<file path="config.mk">
export PLATFORM = sky130hd
export DESIGN_NAME = ibcc_div
export DESIGN_NICKNAME = d
export VERILOG_FILES = /design/src/rtl/core/ibcc_pkg.sv /design/src/rtl/core/ibcc_div.sv
export SDC_FILE = /design/constraint.sdc
export NUM_CORES = 1
export LEC_CHECK = 0
export ABC_AREA = 1
export BUFFER_PORTS_ARGS = -buffer_cell sky130_fd_sc_hd__buf_2
export CORE_UTILIZATION = 52
export DETAILED_ROUTE_END_ITERATION = 8
export PLACE_DENSITY = 0.72
export SYNTH_ARGS = -nofsm -noshare
export SYNTH_HDL_FRONTEND = slang
export SYNTH_SLANG_ARGS = --single-unit
</file>
<file path="constraint.sdc">
create_clock -name vclk -period 12.75
set_clock_uncertainty 0.05 [all_clocks]
set_input_delay 1.275 -clock vclk [all_inputs]
set_output_delay 1.275 -clock vclk [all_outputs]
set_load 0.01 [all_outputs]
</file>
<file path="src/rtl/core/ibcc_pkg.sv">
package ibcc_pkg;

    // Default sizing for the top-level parameters
    localparam int MAX_SIDE_DEF    = 1024;
    localparam int MAX_BIN_DEF     = 16;
    localparam int SAMPLE_BITS_DEF = 32;

    // Fixed field widths
    localparam int SAMPLE_W   = 32;
    localparam int SUM_W      = 40;
    localparam int CROP_W     = 10;
    localparam int CFG_DATA_W = 11;
    localparam int CFG_IDX_W  = 2;
    localparam int SIDE_REG_W = 11;
    localparam int BIN_REG_W  = 5;
    localparam int CROP_REG_W = 11;

    // Register indexes
    localparam logic [CFG_IDX_W-1:0] REG_IMAGE_SIDE = 2'd0;
    localparam logic [CFG_IDX_W-1:0] REG_BIN_FACTOR = 2'd1;
    localparam logic [CFG_IDX_W-1:0] REG_CROP_SIDE  = 2'd2;

    // Reset values of the registers
    localparam logic [SIDE_REG_W-1:0] IMAGE_SIDE_RST = 11'd512;
    localparam logic [BIN_REG_W-1:0]  BIN_FACTOR_RST = 5'd2;
    localparam logic [CROP_REG_W-1:0] CROP_SIDE_RST  = 11'd256;

endpackage

</file>
<file path="src/rtl/core/ibcc_div.sv">
// Quotient of a narrow value by a small divisor (1 .. MAX_BIN): one constant
// reciprocal multiplication per possible divisor, then a select.
module ibcc_div
    import ibcc_pkg::*;
#(
    parameter int VAL_W   = 10,
    parameter int BIN_W   = 5,
    parameter int MAX_BIN = MAX_BIN_DEF
) (
    input  logic [VAL_W-1:0] value,
    input  logic [BIN_W-1:0] divisor,
    output logic [VAL_W-1:0] quot
);

    // a shift of VAL_W + BIN_W bits keeps the rounded-up reciprocal exact
    // for every VAL_W-bit value and every divisor below 2**BIN_W
    localparam int SHIFT  = VAL_W + BIN_W;
    localparam int PROD_W = VAL_W + SHIFT + 1;

    logic [VAL_W-1:0] q_arr [MAX_BIN];

    // constant dividers: multiply by the reciprocal, keep the high bits
    for (genvar k = 1; k <= MAX_BIN; k++) begin : g_div
        localparam longint Recip = (longint'(1) << SHIFT) / longint'(k) + longint'(1);
        logic [PROD_W-1:0] prod;
        assign prod        = PROD_W'(value) * PROD_W'(Recip);
        assign q_arr[k-1]  = VAL_W'(prod >> SHIFT);
    end

    // pick the one matching the divisor
    always_comb begin
        quot = value;
        for (int k = 1; k <= MAX_BIN; k++) begin
            if (divisor == BIN_W'(k)) begin
                quot = q_arr[k-1];
            end
        end
    end

endmodule

</file>
==> out/qor.csv, run 1 <==
stage,metric,value,unit
global_routing,Congestion Overflow GR,0,
die,row count,58,
sta,Tmin final,8920,ps
synthesis,Yosys top cell area share,33.2,%
setup_path,Crit path top cell by count,nand2_1,
job,max-cap violations,0,
routing,Initial DRC Count,1104,
clocking,CTS Hold Bufs,0,
global_routing,vias in the first global route,12197,
sta,Fmax,0.112,GHz
synthesis,"Distinct cells, synth",46,
die,Top-Level Pins,25,
setup_path,slowest CP cell,fa_1,
synthesis,yosys warns,0,
synthesis,Yosys top cell by area,ha_1,
setup_path,Critical Path Max Stage Delay,660,ps
setup_path,Crit Path Max Fanout,22,
setup_path,Worst EP required,11430,ps
power_and_ir_drop,Net Switching,1.39,mW
synthesis,synthesized cell area,13500,sq um
die,initial core utilization,53.4,%
min_path,HP Class,input port to primary output,
placed_design,HPWL after DPL,35800,microns
setup_path,"delay-heaviest family, CP",adder cells,
synthesis,cell count after synthesis,1848,
finish,num sequential,0,
finish,Storage cell area,0,sq um
sta,final setup violation count,0,
synthesis,Mapped Nets,2379,
finish,post-route cell area,14100,sq um
placed_design,placed cell areas,14100,sq um
routing,drt wl/cell,19.0,microns
finish,area grow syn2layout,4.00,%
sta,measured slew at the worst slew-check pin,1400,ps
routing,vias,12401,
setup_path,crit path launch type,input port,
global_routing,initial antenna violation count,0,
finish,fin nets,2404,
power_and_ir_drop,leakage dissipation,8.26,nW
power_and_ir_drop,cell-internal power,0.776,mW
setup_path,Critical path buffers and inverters,11,
power_and_ir_drop,combinational share of power,100.0,%
power_and_ir_drop,Worst VDD drop,0.152,mV
finish,clkbuf count,0,
placed_design,IO Port Bufs,25,
global_routing,first-pass GRT wire length,66000,microns
routing,drt pass-1 iters,5,
routing,DRC Markers,0,
synthesis,post-synthesis sequential area ratio,0,%
sta,setup TNS,0,ps
run_status,status,completed,
sta,Fin. Hold Viols,0,
die,CORE AREA,25300,sq um
global_routing,largest net degree at the start of global routing,23,
die,DIE AREA,26600,sq um
routing,WL final,41700,microns
synthesis,syn avg cell area,7.32,sq um
power_and_ir_drop,clock group share of total power,0,%
setup_path,critical path class,input port to primary output,
setup_path,CP endpoint kind,primary output,
placed_design,gp weighted congestion,0.978,
global_routing,GRT Util Overall,32.3,%
sta,"Slew Viols, Final",0,
clocking,setup bufs post-CTS,0,
power_and_ir_drop,Switching Share,64.1,%
sta,RSZ-0062 raised after global routing,no,
finish,antenna cells,0,
sta,Tcrit/Tclk final,70.0,%
power_and_ir_drop,Seq pwr share,0,%
sta,relative slew slack,6.08,%
finish,layout cells sized above 1,3.85,%
die,Die H,163,microns
die,Die W,163,microns
setup_path,crit path DAT,7600,ps
routing,"antenna viol nets, final",0,
power_and_ir_drop,cell area power density,154,nW/um^2
routing,vias per cell,5.63,
synthesis,Synth area leaders,"ha_1, fa_1, inv_1",
clocking,# resized after CTS,0,
cells in the final DEF (no fill, tap or decap), types with 20 or more instances in the layout:
master	n
o21ai_0	71
xor2_1	20
nand2_1	341
a21oi_1	128
fa_1	157
nand4_1	20
nand3_1	76
nor3_1	22
buf_2	25
ha_1	359
nor2_1	106
inv_1	442
final cells by class:
cell class / instances / area (sq um)
fill: 2451 / 11300
inverter: 447 / 1680
tap: 330 / 413
multi-input combinational: 1392 / 11800
timing repair buffer: 32 / 178
kinds of logic (layout without fill, tap and decap cells):
group | Yosys count | after routing | synth area share, %
simple gates | 598 | 598 | 18.7
buf+inv | 456 | 479 | 12.8
compound gates | 253 | 253 | 10.4
fa+ha+maj | 516 | 516 | 56.5
xor+xnor | 25 | 25 | 1.62
tightest hold or removal path: stages:
cell and delay (ps):
buf_2 300, nand3_1 180, nor3_1 50, buf_2 130
synth_stat cells, drive strengths merged, types with 5 or more instances:
cell type,instances
nor3,23
nand4,20
a21o,5
o21ai,79
buf,6
nor2,116
inv,446
or2,7
ha,359
nand3,79
o21bai,10
o211ai,7
xor2,20
xnor2,5
a21oi,136
fa,157
nand2,345
power by group through the flow:
stage | logic [mW] | clock network, mW | registers, mW
2_1_floorplan | 1.55 | 0 | 0
3_3_place_gp | 2.08 | 0 | 0
3_5_place_dp | 2.11 | 0 | 0
4_1_cts | 2.13 | 0 | 0
5_1_grt | 2.44 | 0 | 0
6_report | 2.16 | 0 | 0
worst paths after layout:
path | cells past startpoint | startpoint | slack (ps) | to
max | 37 | value[8] | 3830 | quot[6]
min | 4 | value[9] | 3160 | quot[9]
routing by layer:
metal | global-route usage (%) | up-vias | wire, microns
li1 | - | 5970 | -
met1 | 46.1 | 5851 | 19000
met2 | 51.7 | 486 | 18500
met3 | 2.26 | 94 | 2630
met4 | 10.1 | 0 | 1630
met5 | 0 | - | 0
through the flow:
stage	util (%)	instances	total power, mW	hold WS [ps]	setup slack, ps
finish	55.5	2201	2.16	3160	3830
floorplan	-	1848	1.55	2620	5520
global route	55.5	2201	2.44	3170	3510
global placement	55.5	2201	2.08	3150	3950
CTS	55.5	2201	2.13	3150	3960
detailed placement	55.5	2201	2.11	3150	3960
Note: power is estimated with default switching activity, not from simulation.
==> inputs of run 2 (changes only) <==
--- a/config.mk
+++ b/config.mk
@@ -5,11 +5,11 @@
 export SDC_FILE = /design/constraint.sdc
 export NUM_CORES = 1
 export LEC_CHECK = 0
-export ABC_AREA = 1
+export ABC_AREA = 0
 export BUFFER_PORTS_ARGS = -buffer_cell sky130_fd_sc_hd__buf_2
 export CORE_UTILIZATION = 52
 export DETAILED_ROUTE_END_ITERATION = 8
-export PLACE_DENSITY = 0.72
+export PLACE_DENSITY = 0.75
 export SYNTH_ARGS = -nofsm -noshare
 export SYNTH_HDL_FRONTEND = slang
 export SYNTH_SLANG_ARGS = --single-unit
==> constraint.sdc (replaced) <==
create_clock -name vclk -period 8
set_clock_uncertainty 0.05 [all_clocks]
set_input_delay 0.8 -clock vclk [all_inputs]
set_output_delay 0.8 -clock vclk [all_outputs]
set_load 0.01 [all_outputs]
==> run 2 against run 1 <==
Effect of this change:
- die area decreased by 9.5%
- flip-flop and latch count unchanged
- critical path depth decreased by 17
- global-route usage increased by 0.29 points
- via count decreased by 16%
- hold slack got worse by 1100 ps
- clock-buffer cell count unchanged
- cell count decreased by 22%
- synthesized cell count decreased by 26%
- synthesized area decreased by 9.6%
- core utilization increased by 0.71 points
- critical path type unchanged
- highest routed layer is now met5
==> out/qor.csv, run 2 <==
stage,metric,value,unit
die,initial core utilization,53.5,%
setup_path,critical path class,input port to primary output,
finish,"most common cell after layout, fill and taps aside",ha_1,
synthesis,Mapped Nets,1900,
power_and_ir_drop,clock group share of total power,0,%
placed_design,placed cell areas,12800,sq um
global_routing,GRT Util Overall,32.6,%
synthesis,commonest cells in the synthesized netlist,"ha_1, inv_1, fa_1",
synthesis,Synth area leaders,"ha_1, fa_1, inv_1",
finish,area of the multi-input gates,11100,sq um
global_routing,largest net degree at the start of global routing,24,
synthesis,main combinational cell family by area after synthesis,adder cells,
min_path,HP Class,input port to primary output,
sta,setup TNS,0,ps
clocking,# resized after CTS,0,
synthesis,Yosys top cell area share,36.8,%
min_path,Hold Crit Start,divisor[0],
global_routing,initial antenna violation count,2,
sta,"Slew Viols, Final",0,
routing,DRC Markers,0,
synthesis,Synth Area in Compound Gates,15.0,%
synthesis,cell count after synthesis,1369,
synthesis,cell with the most instances after synthesis,ha_1,
die,DIE AREA,24100,sq um
sta,final setup violation count,0,
placed_design,HPWL after DPL,33300,microns
sta,measured slew at the worst slew-check pin,776,ps
setup_path,Worst EP required,7150,ps
power_and_ir_drop,Total Power,3.07,mW
sta,Fmax,0.131,GHz
synthesis,synthesized cell area,12200,sq um
clocking,CTS Hold Bufs,0,
finish,fin nets,1934,
finish,num sequential,0,
finish,post-route cell area,12800,sq um
power_and_ir_drop,Worst VDD drop,0.175,mV
routing,vias per cell,6.04,
global_routing,first-pass GRT wire length,59700,microns
sta,Tcrit/Tclk final,95.2,%
die,Top-Level Pins,25,
sta,Fin. Hold Viols,0,
finish,post-layout utilization of the core,56.2,%
sta,relative slew slack,48.0,%
synthesis,post-synthesis mux area share,0.410,%
synthesis,XOR/XNOR share of the synthesized area,3.80,%
finish,non-filler instance count after layout,1715,
sta,worst setup margin,384,ps
routing,vias,10366,
sta,Tmin final,7620,ps
placed_design,Inst Count DP,1714,
sta,RSZ-0062 raised after global routing,no,
finish,clkbuf count,0,
finish,most frequent cells in the layout,"ha_1, inv_1, fa_1",
setup_path,crit path DAT,6770,ps
global_routing,Congestion Overflow GR,0,
setup_path,CP endpoint kind,primary output,
routing,Initial DRC Count,771,
die,Die H,155,microns
die,Die W,155,microns
finish,layout cells sized above 1,4.57,%
power_and_ir_drop,leakage dissipation,7.04,nW
synthesis,Simple-Gate Fraction of Synth Area,8.77,%
synthesis,Yosys top cell by area,ha_1,
synthesis,"Distinct cells, synth",71,
placed_design,gp weighted congestion,1.03,
routing,drt wl/cell,22.1,microns
synthesis,Adder-Cell Fraction of Synth Area,62.5,%
run_status,status,completed,
setup_path,CP startpoint,value[7],
synthesis,yosys warns,0,
routing,WL final,37900,microns
clocking,setup bufs post-CTS,0,
global_routing,vias in the first global route,10487,
power_and_ir_drop,combinational share of power,100.0,%
finish,Fill cells,2130,
synthesis,post-synthesis sequential area ratio,0,%
sta,hold slack,2080,ps
power_and_ir_drop,Switching Share,60.4,%
setup_path,crit path launch type,input port,
power_and_ir_drop,cell area power density,239,nW/um^2
power_and_ir_drop,Net Switching,1.86,mW
synthesis,syn avg cell area,8.93,sq um
power_and_ir_drop,cell-internal power,1.21,mW
finish,area grow syn2layout,5.11,%
finish,Storage cell area,0,sq um
routing,"antenna viol nets, final",0,
routing,drt pass-1 iters,5,
job,max-cap violations,0,
power_and_ir_drop,Seq pwr share,0,%
setup_path,Crit Path Max Fanout,11,
placed_design,worst slack at placement,384,ps
placed_design,IO Port Bufs,25,
die,row count,55,
die,CORE AREA,22800,sq um
==> run 2: cell count changes in the layout (fill, tap and decap cells not counted), moves of 10 or more <==
cell / change
nand3_1: -56
nor2_1: -51
o31ai_1: +12
a21o_1: +10
buf_4: +16
nand2_1: -281
nand4_1: -12
xnor2_1: +20
a21oi_1: -66
o21ai_0: -22
a211oi_1: +18
inv_1: -149
==> run 2: metal layers <==
layer / track usage (%) / wire (microns) / vias up
li1: - / - / 4802
met1: 43.8 / 16400 / 5047
met2: 53.7 / 17100 / 413
met3: 4.23 / 2710 / 102
met4: 11.7 / 1670 / 2
met5: 0 / 13 / -
==> run 2: power by group through the flow <==
stage	sequential (mW)	combinational [mW]	clock [mW]
global route	0	3.44	0
CTS	0	3.04	0
finish	0	3.07	0.0000000169
global placement	0	2.95	0
detailed placement	0	3.01	0
floorplan	0	2.11	0
==> run 2: worst paths after layout <==
kind	to	slack [ps]	cells past startpoint
max	quot[6]	380	20
min	quot[8]	2080	4
==> run 2: final cells by class <==
| cell class | count | area share [%] |
|---|---|---|
| diodes | 1 | 0.0195 |
| inverters | 293 | 8.56 |
| well taps | 313 | 3.05 |
| multi-input cells | 1060 | 86.1 |
| repair buffers | 48 | 2.32 |
==> run 2: worst max-delay path: stages <==
cell	delay (ps)
buf_2	310
ha_1	450
inv_1	210
fa_1	590
fa_1	450
fa_1	510
inv_1	50
fa_1	460
ha_1	320
nand4b_1	100
nor3_1	500
o2111ai_1	290
and4_1	280
o31ai_1	200
buf_4	170
o211ai_1	90
a221oi_1	270
o211ai_1	120
a211oi_1	340
buf_2	220
==> run 2: logic make-up (layout without fill, tap and decap cells) <==
| group | count (synthesis) | after routing |
|---|---|---|
| other cells | 0 | 1 |
| fa+ha+maj | 516 | 516 |
| buf+inv | 309 | 341 |
| compound gates | 267 | 267 |
| mux | 5 | 5 |
| simple gates | 219 | 219 |
| xor+xnor | 53 | 53 |
