$ cat src/rtl/core/ibcc_pkg.sv
package ibcc_pkg;

    // Default sizing for the top-level parameters
    localparam int MAX_SIDE_DEF    = 1024;
    localparam int MAX_BIN_DEF     = 16;
    localparam int SAMPLE_BITS_DEF = 32;

    // Fixed field widths
    localparam int SAMPLE_W   = 32;
    localparam int SUM_W      = 40;
    localparam int CROP_W     = 10;
    localparam int CFG_DATA_W = 11;
    localparam int CFG_IDX_W  = 2;
    localparam int SIDE_REG_W = 11;
    localparam int BIN_REG_W  = 5;
    localparam int CROP_REG_W = 11;

    // Register indexes
    localparam logic [CFG_IDX_W-1:0] REG_IMAGE_SIDE = 2'd0;
    localparam logic [CFG_IDX_W-1:0] REG_BIN_FACTOR = 2'd1;
    localparam logic [CFG_IDX_W-1:0] REG_CROP_SIDE  = 2'd2;

    // Reset values of the registers
    localparam logic [SIDE_REG_W-1:0] IMAGE_SIDE_RST = 11'd512;
    localparam logic [BIN_REG_W-1:0]  BIN_FACTOR_RST = 5'd2;
    localparam logic [CROP_REG_W-1:0] CROP_SIDE_RST  = 11'd256;

endpackage

$ cat src/rtl/core/ibcc_div.sv
// Quotient of a narrow value by a small divisor (1 .. MAX_BIN): one constant
// reciprocal multiplication per possible divisor, then a select.
module ibcc_div
    import ibcc_pkg::*;
#(
    parameter int VAL_W   = 10,
    parameter int BIN_W   = 5,
    parameter int MAX_BIN = MAX_BIN_DEF
) (
    input  logic [VAL_W-1:0] value,
    input  logic [BIN_W-1:0] divisor,
    output logic [VAL_W-1:0] quot
);

    // a shift of VAL_W + BIN_W bits keeps the rounded-up reciprocal exact
    // for every VAL_W-bit value and every divisor below 2**BIN_W
    localparam int SHIFT  = VAL_W + BIN_W;
    localparam int PROD_W = VAL_W + SHIFT + 1;

    logic [VAL_W-1:0] q_arr [MAX_BIN];

    // constant dividers: multiply by the reciprocal, keep the high bits
    for (genvar k = 1; k <= MAX_BIN; k++) begin : g_div
        localparam longint Recip = (longint'(1) << SHIFT) / longint'(k) + longint'(1);
        logic [PROD_W-1:0] prod;
        assign prod        = PROD_W'(value) * PROD_W'(Recip);
        assign q_arr[k-1]  = VAL_W'(prod >> SHIFT);
    end

    // pick the one matching the divisor
    always_comb begin
        quot = value;
        for (int k = 1; k <= MAX_BIN; k++) begin
            if (divisor == BIN_W'(k)) begin
                quot = q_arr[k-1];
            end
        end
    end

endmodule

$ cat src/rtl/core/ibcc_cfg.sv
// Configuration registers plus the derived geometry: effective side and bin,
// binned side, clamped crop and window bounds. The derived values are
// recomputed from the next register values so they are ready the cycle
// after a write.
module ibcc_cfg
    import ibcc_pkg::*;
#(
    parameter int MAX_SIDE = MAX_SIDE_DEF,
    parameter int MAX_BIN  = MAX_BIN_DEF,
    parameter int SIDE_W   = $clog2(MAX_SIDE + 1),
    parameter int BIN_W    = $clog2(MAX_BIN + 1)
) (
    input  logic                  aclk,
    input  logic                  aresetn,
    input  logic                  cfg_we,
    input  logic [CFG_IDX_W-1:0]  cfg_addr,
    input  logic [CFG_DATA_W-1:0] cfg_wdata,
    output logic [SIDE_W-1:0]     side,
    output logic [BIN_W-1:0]      bin,
    output logic [SIDE_W-1:0]     bside,
    output logic [SIDE_W-1:0]     low,
    output logic [SIDE_W-1:0]     win_end,
    output logic [SIDE_W-1:0]     last_idx
);

    logic [SIDE_REG_W-1:0] side_reg, side_next;
    logic [BIN_REG_W-1:0]  bin_reg, bin_next;
    logic [CROP_REG_W-1:0] crop_reg, crop_next;

    logic [SIDE_W-1:0] eside_next, bside_next, ecrop_next, low_next, win_end_next;
    logic [BIN_W-1:0]  ebin_next;
    logic [31:0]       crop1;

    logic [SIDE_W-1:0] side_reg_d, bside_reg, low_reg, win_end_reg, last_reg;
    logic [BIN_W-1:0]  bin_reg_d;

    // register writes; reset values are forced while in reset
    always_comb begin
        side_next = side_reg;
        bin_next  = bin_reg;
        crop_next = crop_reg;
        if (!aresetn) begin
            side_next = IMAGE_SIDE_RST;
            bin_next  = BIN_FACTOR_RST;
            crop_next = CROP_SIDE_RST;
        end else if (cfg_we) begin
            case (cfg_addr)
                REG_IMAGE_SIDE: side_next = cfg_wdata[SIDE_REG_W-1:0];
                REG_BIN_FACTOR: bin_next  = cfg_wdata[BIN_REG_W-1:0];
                REG_CROP_SIDE:  crop_next = cfg_wdata[CROP_REG_W-1:0];
                default: ;
            endcase
        end
    end

    always_ff @(posedge aclk) begin
        side_reg <= side_next;
        bin_reg  <= bin_next;
        crop_reg <= crop_next;
    end

    // clamp side and bin into their supported ranges
    always_comb begin
        if (side_next == '0) begin
            eside_next = SIDE_W'(1);
        end else if (32'(side_next) > 32'(MAX_SIDE)) begin
            eside_next = SIDE_W'(MAX_SIDE);
        end else begin
            eside_next = SIDE_W'(side_next);
        end
        if (bin_next == '0) begin
            ebin_next = BIN_W'(1);
        end else if (32'(bin_next) > 32'(MAX_BIN)) begin
            ebin_next = BIN_W'(MAX_BIN);
        end else begin
            ebin_next = BIN_W'(bin_next);
        end
    end

    ibcc_div #(
        .VAL_W   (SIDE_W),
        .BIN_W   (BIN_W),
        .MAX_BIN (MAX_BIN)
    ) u_bside_div (
        .value   (eside_next),
        .divisor (ebin_next),
        .quot    (bside_next)
    );

    // crop clamped to [1, bside], window centered
    always_comb begin
        crop1 = (crop_next == '0) ? 32'd1 : 32'(crop_next);
        if (crop1 > 32'(bside_next)) begin
            ecrop_next = bside_next;
        end else begin
            ecrop_next = SIDE_W'(crop1);
        end
        low_next     = (bside_next - ecrop_next) >> 1;
        win_end_next = low_next + ecrop_next;
    end

    always_ff @(posedge aclk) begin
        side_reg_d  <= eside_next;
        bin_reg_d   <= ebin_next;
        bside_reg   <= bside_next;
        low_reg     <= low_next;
        win_end_reg <= win_end_next;
        last_reg    <= win_end_next - SIDE_W'(1);
    end

    assign side     = side_reg_d;
    assign bin      = bin_reg_d;
    assign bside    = bside_reg;
    assign low      = low_reg;
    assign win_end  = win_end_reg;
    assign last_idx = last_reg;

endmodule
$ cat config.mk
export PLATFORM = sky130hd
export DESIGN_NAME = ibcc_cfg
export DESIGN_NICKNAME = d
export VERILOG_FILES = /design/src/rtl/core/ibcc_pkg.sv /design/src/rtl/core/ibcc_div.sv /design/src/rtl/core/ibcc_cfg.sv
export SDC_FILE = /design/constraint.sdc
export NUM_CORES = 1
export LEC_CHECK = 0
export BUFFER_PORTS_ARGS = -buffer_cell sky130_fd_sc_hd__buf_4
export CORE_MARGIN = 5
export CORE_UTILIZATION = 62
export CTS_CLUSTER_SIZE = 8
export DETAILED_ROUTE_END_ITERATION = 12
export PLACE_DENSITY = 0.8
export SLEW_MARGIN = 5
export SYNTH_ARGS = -nofsm -noshare
export SYNTH_HDL_FRONTEND = slang
export SYNTH_HIERARCHICAL = 1
export SYNTH_SLANG_ARGS = --single-unit
$ cat constraint.sdc
create_clock -name aclk -period 25.9 [get_ports aclk]
set_input_delay 5.18 -clock aclk [delete_from_list [all_inputs] [get_ports aclk]]
set_output_delay 5.18 -clock aclk [all_outputs]
set_load 0.05 [all_outputs]
==> summary by stage, run 1 <==
Status
The flow ran to the end, and the final reports show no timing, DRC or antenna violations.

Logic synthesis
The flop and latch count out of synthesis is 84. The area fraction of the dominant cell type after synthesis is 30.3%. By area the synthesized netlist is led by sky130_fd_sc_hd__ha_1 30%, sky130_fd_sc_hd__fa_1 21%, sky130_fd_sc_hd__dfxtp_1 9.0%. For this run, asynchronously set or reset flops after synthesis account for 0%. The post-synthesis net count is 2732. By count the netlist is led by 451 x sky130_fd_sc_hd__ha_1, 366 x sky130_fd_sc_hd__inv_1, 194 x sky130_fd_sc_hd__fa_1, 120 x sky130_fd_sc_hd__nand2_1, 114 x sky130_fd_sc_hd__a21oi_1. Summed over all instances, the cell type with the most area after synthesis is sky130_fd_sc_hd__ha_1. The most instantiated flip-flop cell in the synthesis netlist is sky130_fd_sc_hd__dfxtp_1. sky130_fd_sc_hd__ha_1 is the most common cell in the netlist.

The number of enable-type register cells in the synthesized netlist is 0. The sequential area share after synthesis is 9.02%. Synthesis handed over a netlist of 2071 instances. The netlist area before placement is 18600 um2.

The distinct cell type count after synthesis is 90. The mean instance size in the synthesized netlist is 9.00 um2. The total number of yosys warnings is 6.

Critical path
Along the worst path, the maximum fanout reaches 23. The worst register-to-register path ends at last_idx[10]. Measured in cells, the most critical reg-to-reg path has a length of 46. The largest single stage delay on the critical path is 950 ps. The critical path capture point type is a flip-flop. The worst setup path category is primary input to flip-flop. At the worst endpoint, the arrival time is 20150 ps. The worst flop-to-flop path startpoint is side_reg[8].

At the worst endpoint, the required time is 26170 ps. The library cell contributing the largest single delay on the critical path is sky130_fd_sc_hd__a21oi_1. The type of element launching the critical path is a primary input. The slack of the worst reg-to-reg path is 11700 ps. The library cell appearing most often on the critical path is sky130_fd_sc_hd__inv_1.

Timing
The highest clock rate is 50.3 MHz. Setup violations remaining at the end of the flow were counted as 0. Of the available clock period, the critical path in the final layout requires 76.7%. Setup repair after global routing left no endpoint under its margin.

Headroom to the max-slew limit came out at 20.0%. The slew at the pin closest to its max-slew limit is 1200 ps. Subtracting the final worst setup slack from the clock period gives 19880 ps.

Adding up every negative setup slack in the final design gives 0 ps. The worst setup skew after layout is 11.6 ps. The number of endpoints with negative hold slack in the final report is 0. The final-report max-slew violation count is 0.

Finish
The proportion of layout cells with a drive suffix above 1 is 7.62%. The utilization after layout is 67.7%. The net count of the finished layout is 2807. The register with the most flip-flops in the layout has 21 of them.

The layout-stage area growth over the synthesis result is 7.64%. The fill cell instance count of the final layout is 2373. The finished layout holds 2542 standard cells, fillers aside.

Power
In this run the power spent charging and discharging nets is 0.547 mW. The worst vdd rail ir drop is 59.6 uV. Combinational logic is responsible for 70.2% of the overall power. Registers are responsible for 17.1% of the overall power. Internal power comes to 0.498 mW.

Power spread over the standard cell area amounts to 52.1 nW/um2. The leakage power of the design is 11.1 nW. The share of power burned in the clock network is 12.7%. Of the total power, the share spent switching nets is 52.3%.

Clocking
The quantity of gates resized following cts is 0. The CTS tree is yes. Once the clock tree was built, the setup fixing pass inserted 0 buffers. The later-pin clock latency in the skew report is 350 ps. The clock sink count is 84.

The cell at the root of the clock tree is sky130_fd_sc_hd__clkbuf_16. The number of clock buffers inserted by TritonCTS is 9. The number of buffers inserted for hold repair after clock tree synthesis is 0.

After clock tree synthesis, the clock-pin slew on the worst setup and hold paths is 60 ps. The number of buffers on the longest clock path is 2. The count of H-tree levels built during CTS is 3.

Die
The die width is 183 um. The row count is 63. The die area is 33600 um2. The core area is 29600 um2. The number of top-level design ports is 76.

The die span in y is 183 um. The starting utilization of the core area is 62.9%.

Place
The number of buffer cells added on primary ports is 74. The number of placed instances, taps included, is 2525. The congestion estimate from routability-driven global placement came to 1.07. The detailed-placement wirelength estimate is 49800 um.

Global routing
The total overflow left after global routing is 0. The number of antenna violations at the first check in global routing is 2. Entering global routing, the biggest net connects 32 pins. The first global-routing pass estimated 92900 um of wire. The number of global-route vias before repair came to 16700.

For this run, the total global-route usage over all layers was measured as 35.5%.

Drt
The length of the first detailed-routing pass in iterations is 8. Dividing the detail-routed wire length by the instance count gives 23.7 um. The via count of the routed design is 16300. For this run, design rule violations remaining after detail routing come to 0. The initial DRC count is 1665. The detail route stage leaves a number of antenna-violating nets equal to 0. The detail-routed via count per cell is 6.43. After detailed routing, the total wire length is 60300 um.

Hold path
The startpoint identified for the worst hold timing path is crop_reg[7]. The path category of the worst min-delay check is flip-flop to flip-flop. The worst hold path was traced through 2 stages. The worst hold path terminates at crop_reg[7].

Flow run
The number of max-cap violations is 0.
critical path, delay by kind of cell:
family          cells  cell delay (ps)
mux                 2              820
xor+xnor            4             1140
buf+inv             8             1160
compound gates     12             3820
fa+ha+maj          10             4220
simple gates       12             3780
per-stage QoR:
stage | power (mW) | instance area (um2) | worst slack (ps) | hold WS (ps)
2_1_floorplan | 0.695 | 18600 | 7480 | 458
3_3_place_gp | 0.873 | 19800 | 6560 | 478
3_5_place_dp | 0.895 | 19800 | 6110 | 483
4_1_cts | 1.03 | 20100 | 6350 | 493
5_1_grt | 1.12 | 20100 | 5000 | 503
6_report | 1.05 | 20100 | 6020 | 498
power by group through the flow:
| stage | sequential [mW] | clock (mW) | combinational, mW |
|---|---|---|---|
| final | 0.179 | 0.133 | 0.733 |
| after global routing | 0.182 | 0.139 | 0.798 |
| after CTS | 0.179 | 0.133 | 0.721 |
| after detailed placement | 0.181 | 0 | 0.713 |
| after global placement | 0.181 | 0 | 0.692 |
| after floorplan | 0.284 | 0 | 0.411 |
worst max path at each step:
| stage | from | end | slack (ps) | cells past startpoint |
|---|---|---|---|---|
| global route | cfg_addr[0] | last_idx[10] | 5000 | 50 |
| global placement | cfg_addr[0] | last_idx[10] | 6560 | 50 |
| finish | cfg_addr[0] | last_idx[10] | 6020 | 48 |
| detailed placement | cfg_addr[0] | last_idx[10] | 6110 | 49 |
| floorplan | cfg_addr[0] | last_idx[10] | 7480 | 45 |
| CTS | cfg_addr[0] | last_idx[10] | 6350 | 48 |
kinds of logic after synthesis:
group	share of synthesized area, %
buffers and inverters	8.16
AO/OA/AOI/OAI	14.9
AND/OR/NAND/NOR	10.6
multiplexers	1.78
adder cells (fa/ha/maj)	51.2
XOR/XNOR	4.27
flip-flops	9.02
other	0.0201
area by class of cell:
class / instances / area, um2 / share of cell area (%)
multi-input cells: 1586 / 15500 / 77.2
flip-flops and latches: 84 / 1680 / 8.38
inverters: 367 / 1380 / 6.86
repair buffers: 98 / 736 / 3.67
well taps: 390 / 488 / 2.43
clock buffers: 10 / 229 / 1.14
clock inverters: 6 / 71.3 / 0.355
diodes: 1 / 2.50 / 0.0125
layout by cell type (no fill, tap or decap), drive strengths merged, types with 32 or more instances in the layout:
master,Yosys,layout
a21oi,116,116
buf,8,98
dfxtp,84,84
fa,194,194
ha,451,451
inv,367,370
nand2,120,120
nand3,41,41
nor2,94,94
nor3,32,32
o21ai,67,67
xnor2,48,48
xor2,43,43
metal layers:
layer / track usage [%] / up-vias / share of wire, %
met2: 56.1 / 909 / 44
li1: - / 7347 / -
met1: 47.8 / 7915 / 41
met5: 0 / - / 0.015
met3: 8.25 / 170 / 10
met4: 13.4 / 2 / 4.4
(Power assumes the default switching activity.)
==> run 2: changes to the inputs <==
Settings changed: ABC_AREA from default to 1, CORE_UTILIZATION 62 to 59.
Clock period 25.9 ns to 16.2 ns, I/O delays scaled along.
==> run 2 against run 1 <==
Compared with the run above:
- critical path depth rose by 23
- final area increased by 7.7%
- count of clock-buffer cells in the layout is 1 higher
- worst setup slack lost 5100 ps
- largest cell class unchanged
- clock power grew 63%
- total power is 130% higher
- hold slack improved by 21 ps
- sequential share of layout area is 0.60 points lower
- die area increased by 12%
- register-to-register slack got worse by 7500 ps
==> summary by stage, run 2 <==
Drt
Detailed routing inserted a total of 18400 vias. Dividing the detail-routed wire length by the instance count gives 19.5 um. The first routing iteration left 1445 violations. For this block, wires on met1 add up to 25900 um.

The met2 wire length is 28100 um. The residual antenna-violating net count after detailed routing is 0. After detailed routing, the number of vias per cell comes to 5.76.

After detailed routing, the number of remaining DRC violations is 0. The first TritonRoute pass finished after 5 iterations. Summed over all nets, wire length on met3 after detailed routing comes to 4780 um. The uppermost signal routing layer after detailed routing is met4.

The total wirelength of the detailed-routed design is 62300 um.

Global routing
Entering global routing, the biggest net connects 26 pins. In the global route stage, overall resource usage came out at 32.7%. The residual overflow from global routing is 0.

The first global-routing pass estimated 99200 um of wire. The number of antenna violations at the first check in global routing is 0. The number of global-route vias before repair came to 18700.

Logic synthesis
The instance count of the mapped netlist is 2650. The cell type with the highest aggregate area in the netlist is sky130_fd_sc_hd__ha_1. Of all flip-flops after synthesis, the portion carrying an async set or reset was 0%. The mean instance size in the synthesized netlist is 7.56 um2. The synthesized design contains 0 enable-type register cells.

Counting every net in the synthesized netlist gives 3311. The sequential area share after synthesis is 8.40%. The most instantiated flip-flop cell in the synthesis netlist is sky130_fd_sc_hd__dfxtp_1. After synthesis the netlist holds a flip-flop and latch count of 84.

The netlist uses 56 different library cells. Of the post-synthesis cell area, the dominant cell type holds 28.2%. The library cell with the highest instance count after synthesis is sky130_fd_sc_hd__inv_1. For this run, the number of Yosys warnings is 6. The mapped netlist covers 20000 um2.

By count the netlist is led by 571 x sky130_fd_sc_hd__inv_1, 479 x sky130_fd_sc_hd__nand2_1, 451 x sky130_fd_sc_hd__ha_1, 194 x sky130_fd_sc_hd__fa_1, 174 x sky130_fd_sc_hd__nor2_1. Yosys attributes the largest share of cell area to sky130_fd_sc_hd__ha_1 28%, sky130_fd_sc_hd__fa_1 19%, sky130_fd_sc_hd__inv_1 11%.

Finish
In the final design database the tool counted 3403 nets. Of the cells placed in the final design, the portion with a size suffix greater than 1 is 8.12%. The register with the most flip-flops in the layout has 21 of them. 0 antenna diodes ended up in the layout. The layout-stage area growth over the synthesis result is 7.96%. The finished layout holds 3194 standard cells, fillers aside.

The library cell used most frequently in the layout, excluding fill and tap cells, is sky130_fd_sc_hd__inv_1. In the layout the commonest cells are 571 x sky130_fd_sc_hd__inv_1, 478 x sky130_fd_sc_hd__nand2_1, 451 x sky130_fd_sc_hd__ha_1, 194 x sky130_fd_sc_hd__fa_1, 169 x sky130_fd_sc_hd__nor2_1.

Clocking
The count of H-tree levels built during CTS is 3. The CTS tree is yes. Buffers inserted to repair hold after CTS numbered 0.

The CTS clock-pin slew for the worst setup and hold paths is 60 ps. The cell sitting at the root of the clock tree is a sky130_fd_sc_hd__clkbuf_16. The number of clock buffers inserted by TritonCTS is 9.

CTS saw 84 sinks. The clock passes through at most 2 buffers. The clock reaches the later pin of the worst-skew pair after 340 ps.

Timing
The final period demand of the worst path is 15260 ps. For the final database, setup skew stands at 4.97 ps. Setup violations remaining at the end of the flow were counted as 0. Headroom to the max-slew limit came out at 38.9%. The highest clock rate is 65.5 MHz. The final-report max-slew violation count is 0. The number of endpoints with negative hold slack in the final report was 0. Setup repair after global routing left no endpoint under its margin. Setup total negative slack on the finished layout was measured at 0 ps. At the pin with the least slew margin, the transition time is 915 ps.

The share of the cycle needed by the critical path after routing is 94.2%.

Critical path
The largest fanout on the critical path is 21. The cell that appears most often on the critical path is sky130_fd_sc_hd__nand2_1. The critical path is of the primary input to flip-flop type.

Data arrives at the worst endpoint at 15520 ps. The library cell contributing the largest single delay on the critical path is sky130_fd_sc_hd__fa_1. The cell count of the worst reg-to-reg path is 66. STA classifies the critical path startpoint as a primary input. On the worst path, the slowest cell contributes a delay of 550 ps. The critical path capture point type is a flip-flop. At the worst endpoint, the required time is 16460 ps.

Place
Counting tap cells, the placed design contains a total of 3179 instances. The routability congestion estimate from global placement is 1.05. During placement, the flow inserted port buffers numbering 74. Detailed placement finished with a half-perimeter wire length of 52800 um.

Power
For this design the ratio of total power to cell area is 109 nW/um2. The total power draw is 2.37 mW. The analysis attributes to cell leakage a power of 12.8 nW. VDD sags by at most 203 uV.

Die
The core area is 33500 um2. The die is 194 um wide. The die area is 37700 um2. For this configuration, the core starts out at a cell density of 59.7%.

Row generation in the floorplan step produced 67 rows. The number of top-level design ports is 76. The die is 194 um tall.

Status
The run finished with clean final reports.

Hold path
The path category of the worst min-delay check is flip-flop to flip-flop. The worst hold path cell count is 2.

Flow run
The tool flagged a number of max-cap violations equal to 0.
[run 2: logic make-up (layout without fill, tap and decap cells)]
logic type / Yosys count / in the layout / synth area share [%]
simple gates: 891 / 891 / 19.5
flops: 84 / 84 / 8.40
xor+xnor: 58 / 58 / 2.57
other cells: 1 / 1 / 0.0187
fa+ha+maj: 645 / 645 / 47.6
buf+inv: 605 / 701 / 11.6
compound gates: 366 / 366 / 10.3
[run 2: through the flow]
step / area, um2 / utilization, % / hold WS (ps) / worst slack [ps]
after floorplan: 20000 / - / 456 / 1910
after global placement: 21300 / 63.4 / 489 / 943
after detailed placement: 21300 / 63.4 / 497 / 374
after CTS: 21600 / 64.3 / 510 / 501
after global routing: 21600 / 64.5 / 523 / 27.8
final: 21600 / 64.5 / 519 / 944
[run 2: path summary, 6_finish.rpt]
path,startpoint,endpoint,slack [ps]
setup / recovery,cfg_we,last_idx[9],940
hold / removal,bin_reg[1],bin_reg[1],520
setup reg to reg,side_reg[6],last_idx[9],4200
hold reg to reg,bin_reg[1],bin_reg[1],520
[run 2: where the power goes]
part	switching, mW	internal, mW	total [mW]
clock network	0.0787	0.138	0.217
logic	1.22	0.635	1.85
registers	0.0174	0.281	0.299
total	1.31	1.05	2.37
[run 2: worst max-delay path: cells and delay by family]
family / cells / cell delay [ps]
simple gates: 35 / 3720
fa+ha+maj: 9 / 3650
compound gates: 12 / 2600
buf+inv: 11 / 1230
xor+xnor: 4 / 1020
[run 2: layer usage]
metal	global-route usage, %	vias to the layer above
met5	0	-
met4	15.8	0
li1	-	8672
met3	4.59	199
met2	53.3	832
met1	42.9	8697
[run 2: layout make-up]
cell class | count | area (um2)
clock buffers | 11 | 243
repair buffers | 100 | 751
clock inverters | 4 | 73.8
flip-flops and latches | 84 | 1680
multi-input cells | 1961 | 16100
well taps | 448 | 561
fillers | 2961 | 11900
inverters | 586 | 2200
[run 2: repair_timing]
action | CTS | global route
setup endpoints to repair | 0 | 14
buffers inserted | 0 | 0
resized for setup | 0 | 10
==> run 3: changes to the inputs <==
Settings changed: ABC_AREA 1 to 0.
==> run 3 against run 2 <==
Compared with the run above:
- core utilization is 0.27 points higher
- clock power is 4% lower
- hold slack worse by 29 ps
- sequential power is 5% lower
- first-iteration DRC count is 4.6% lower
- cell count is 19% lower
- critical path type unchanged
- largest cell class unchanged
==> summary by stage, run 3 (same netlist as run 1, synthesis figures left out) <==
Status
The run finished with clean final reports.

Finish
At the end of the flow the core is filled with cells to 64.8%. The layout-stage area growth over the synthesis result is 9.01%. After routing the design area is 20300 um2. The net count of the finished layout is 2836. The flip-flop count of the largest register after layout is 21. The top cell types in the final layout, fill and taps aside, are 450 x sky130_fd_sc_hd__ha_1, 366 x sky130_fd_sc_hd__inv_1, 194 x sky130_fd_sc_hd__fa_1, 127 x sky130_fd_sc_hd__buf_4, 120 x sky130_fd_sc_hd__nand2_1.

The most frequent standard cell in the layout excluding fill and tap cells is sky130_fd_sc_hd__ha_1. The proportion of layout cells with a drive suffix above 1 is 9.08%.

Timing
The highest clock rate is 64.5 MHz. The share of the cycle needed by the critical path after routing is 95.7%. The final period demand of the worst path is 15500 ps.

The tightest slew margin relative to the limit is 27.6%. The final-report max-slew violation count is 0. The final-layout setup total negative slack is 0 ps.

Setup repair after global routing left no endpoint under its margin. The worst-case setup margin in the final layout is 699 ps. The slew at the pin closest to its max-slew limit is 1060 ps. Setup violations remaining at the end of the flow were counted as 0. The worst setup skew after layout is 7.39 ps. The number of endpoints with negative hold slack in the final report is 0. The worst hold-check slack is 491 ps.

Critical path
The library cell contributing the largest single delay on the critical path is sky130_fd_sc_hd__fa_1. The critical register-to-register path endpoint is last_idx[10]. The worst flop-to-flop path startpoint is side_reg[8]. The worst setup path category is primary input to flip-flop. The slack of the worst reg-to-reg path is 3950 ps. The endpoint required time on the critical path is 16480 ps. In this design, the stage delay of the slowest critical-path cell is 620 ps.

Data on the critical path arrives at its endpoint at 15780 ps. The critical path capture point type is a flip-flop. The cell count of the worst reg-to-reg path is 49. The largest fanout on the critical path is 12. The type of element launching the critical path is a primary input.

Drt
The final layout contains routed wiring with a total length of 58200 um. After detailed routing, the average wire length per cell comes to 22.5 um. The length of the first detailed-routing pass in iterations is 8. In the routed layout, each cell is associated on average with a via count of 6.21.

The final route contains 16000 vias. The count of nets left with antenna violations once routing finished came out at 0. The initial DRC count is 1378. For this run, design rule violations remaining after detail routing come to 0.

Hold path
The path category of the worst min-delay check is flip-flop to flip-flop. In this run the most critical hold path is launched from crop_reg[7]. The worst hold path passes through 2 cells.

For hold timing, the worst endpoint is crop_reg[7].

Die
The die is 188 um wide. The floorplan has 65 rows. The starting utilization of the core area is 59.4%. The number of top-level design ports is 76. The die covers 35300 um2. The core area is 31400 um2. The die span in y is 188 um.

Place
The count of buffers added on input and output ports is 74. At the placement stage, the worst setup path has a slack of 563 ps. Routability-driven placement finished with a final weighted congestion of 1.04.

The detailed-placement wirelength estimate is 49300 um. Summing all placed instances gives a cell area of 20000 um2.

Clocking
The tree is rooted in a sky130_fd_sc_hd__clkbuf_16. Post-CTS repair changed the size of 0 cells. The CTS tree is yes. After clock tree synthesis, the flow added hold-fix buffers numbering 0. The total setup buffers inserted after CTS is 0. For this design, the sink count on the clock tree is 84. For the worst-skew pair, the clock arrives at the later sink with an insertion delay of 340 ps. The H-tree was split into 3 levels.

The CTS clock-pin slew for the worst setup and hold paths is 70 ps. Clock tree synthesis inserted a total of 9 buffers. Counting along the longest clock path gives a buffer depth of 2.

Power
In this run the static leakage power is 11.2 nW. The total power divided by cell area is 81.8 nW/um2. IR analysis of the VDD net gives a maximum drop of 113 uV.

Global routing
Entering global routing, the biggest net connects 28 pins. The overall global routing resource usage is 33.1%. The number of global-route vias before repair is 16700.

The number of antenna violations at the first check in global routing is 0. Global routing finished with a remaining overflow of 0. The first global-routing pass estimated 92500 um of wire.

Flow run
The number of max-cap violations is 0.
## run 3: worst max-delay path: cells and delay by family
kind / cells / cell delay, ps
xor gates and xnor gates: 4 / 730
buffers and inverters: 9 / 1070
AOI/OAI and AO/OA: 12 / 2740
adders and majority gates: 10 / 4080
muxes: 1 / 350
and+or+nand+nor: 16 / 3530
## run 3: worst max-delay path by stage
stage | startpoint | end | slack (ps) | cells after the start
floorplan | cfg_addr[0] | last_idx[10] | 80 | 45
global placement | cfg_addr[0] | last_idx[10] | 800 | 48
detailed placement | cfg_addr[0] | last_idx[10] | 560 | 46
CTS | cfg_addr[0] | last_idx[10] | 800 | 46
global route | cfg_addr[0] | last_idx[10] | 60 | 52
finish | cfg_addr[0] | last_idx[10] | 700 | 52
## run 3: layer usage
layer / GRT usage (%) / share of wire [%] / up-vias
li1: - / - / 7415
met5: 0 / 0 / -
met2: 52.8 / 45 / 725
met3: 6.35 / 8.4 / 191
met1: 44.0 / 42 / 7709
met4: 14.5 / 5.2 / 0
## run 3: layout make-up
cell class                      instances  area [um2]
Multi-Input combinational cell       1586       15500
Fill cell                            2550       11100
Sequential cell                        84        1680
Inverter                              367        1380
Timing Repair Buffer                  127         953
Tap cell                              402         503
Clock buffer                            9         225
Clock inverter                          7        76.3
Antenna cell                            1        2.50
## run 3: metrics by stage
stage | power, mW | instances
floorplan | 1.11 | 2071
global placement | 1.40 | 2566
detailed placement | 1.43 | 2566
CTS | 1.65 | 2582
global route | 1.79 | 2582
finish | 1.66 | 2583
## run 3: where the power goes
part           switching [mW]  internal (mW)  total, mW
Sequential             0.0159          0.268      0.284
Combinational           0.759          0.413       1.17
Clock                  0.0871          0.120      0.208
Total                   0.862          0.802       1.66
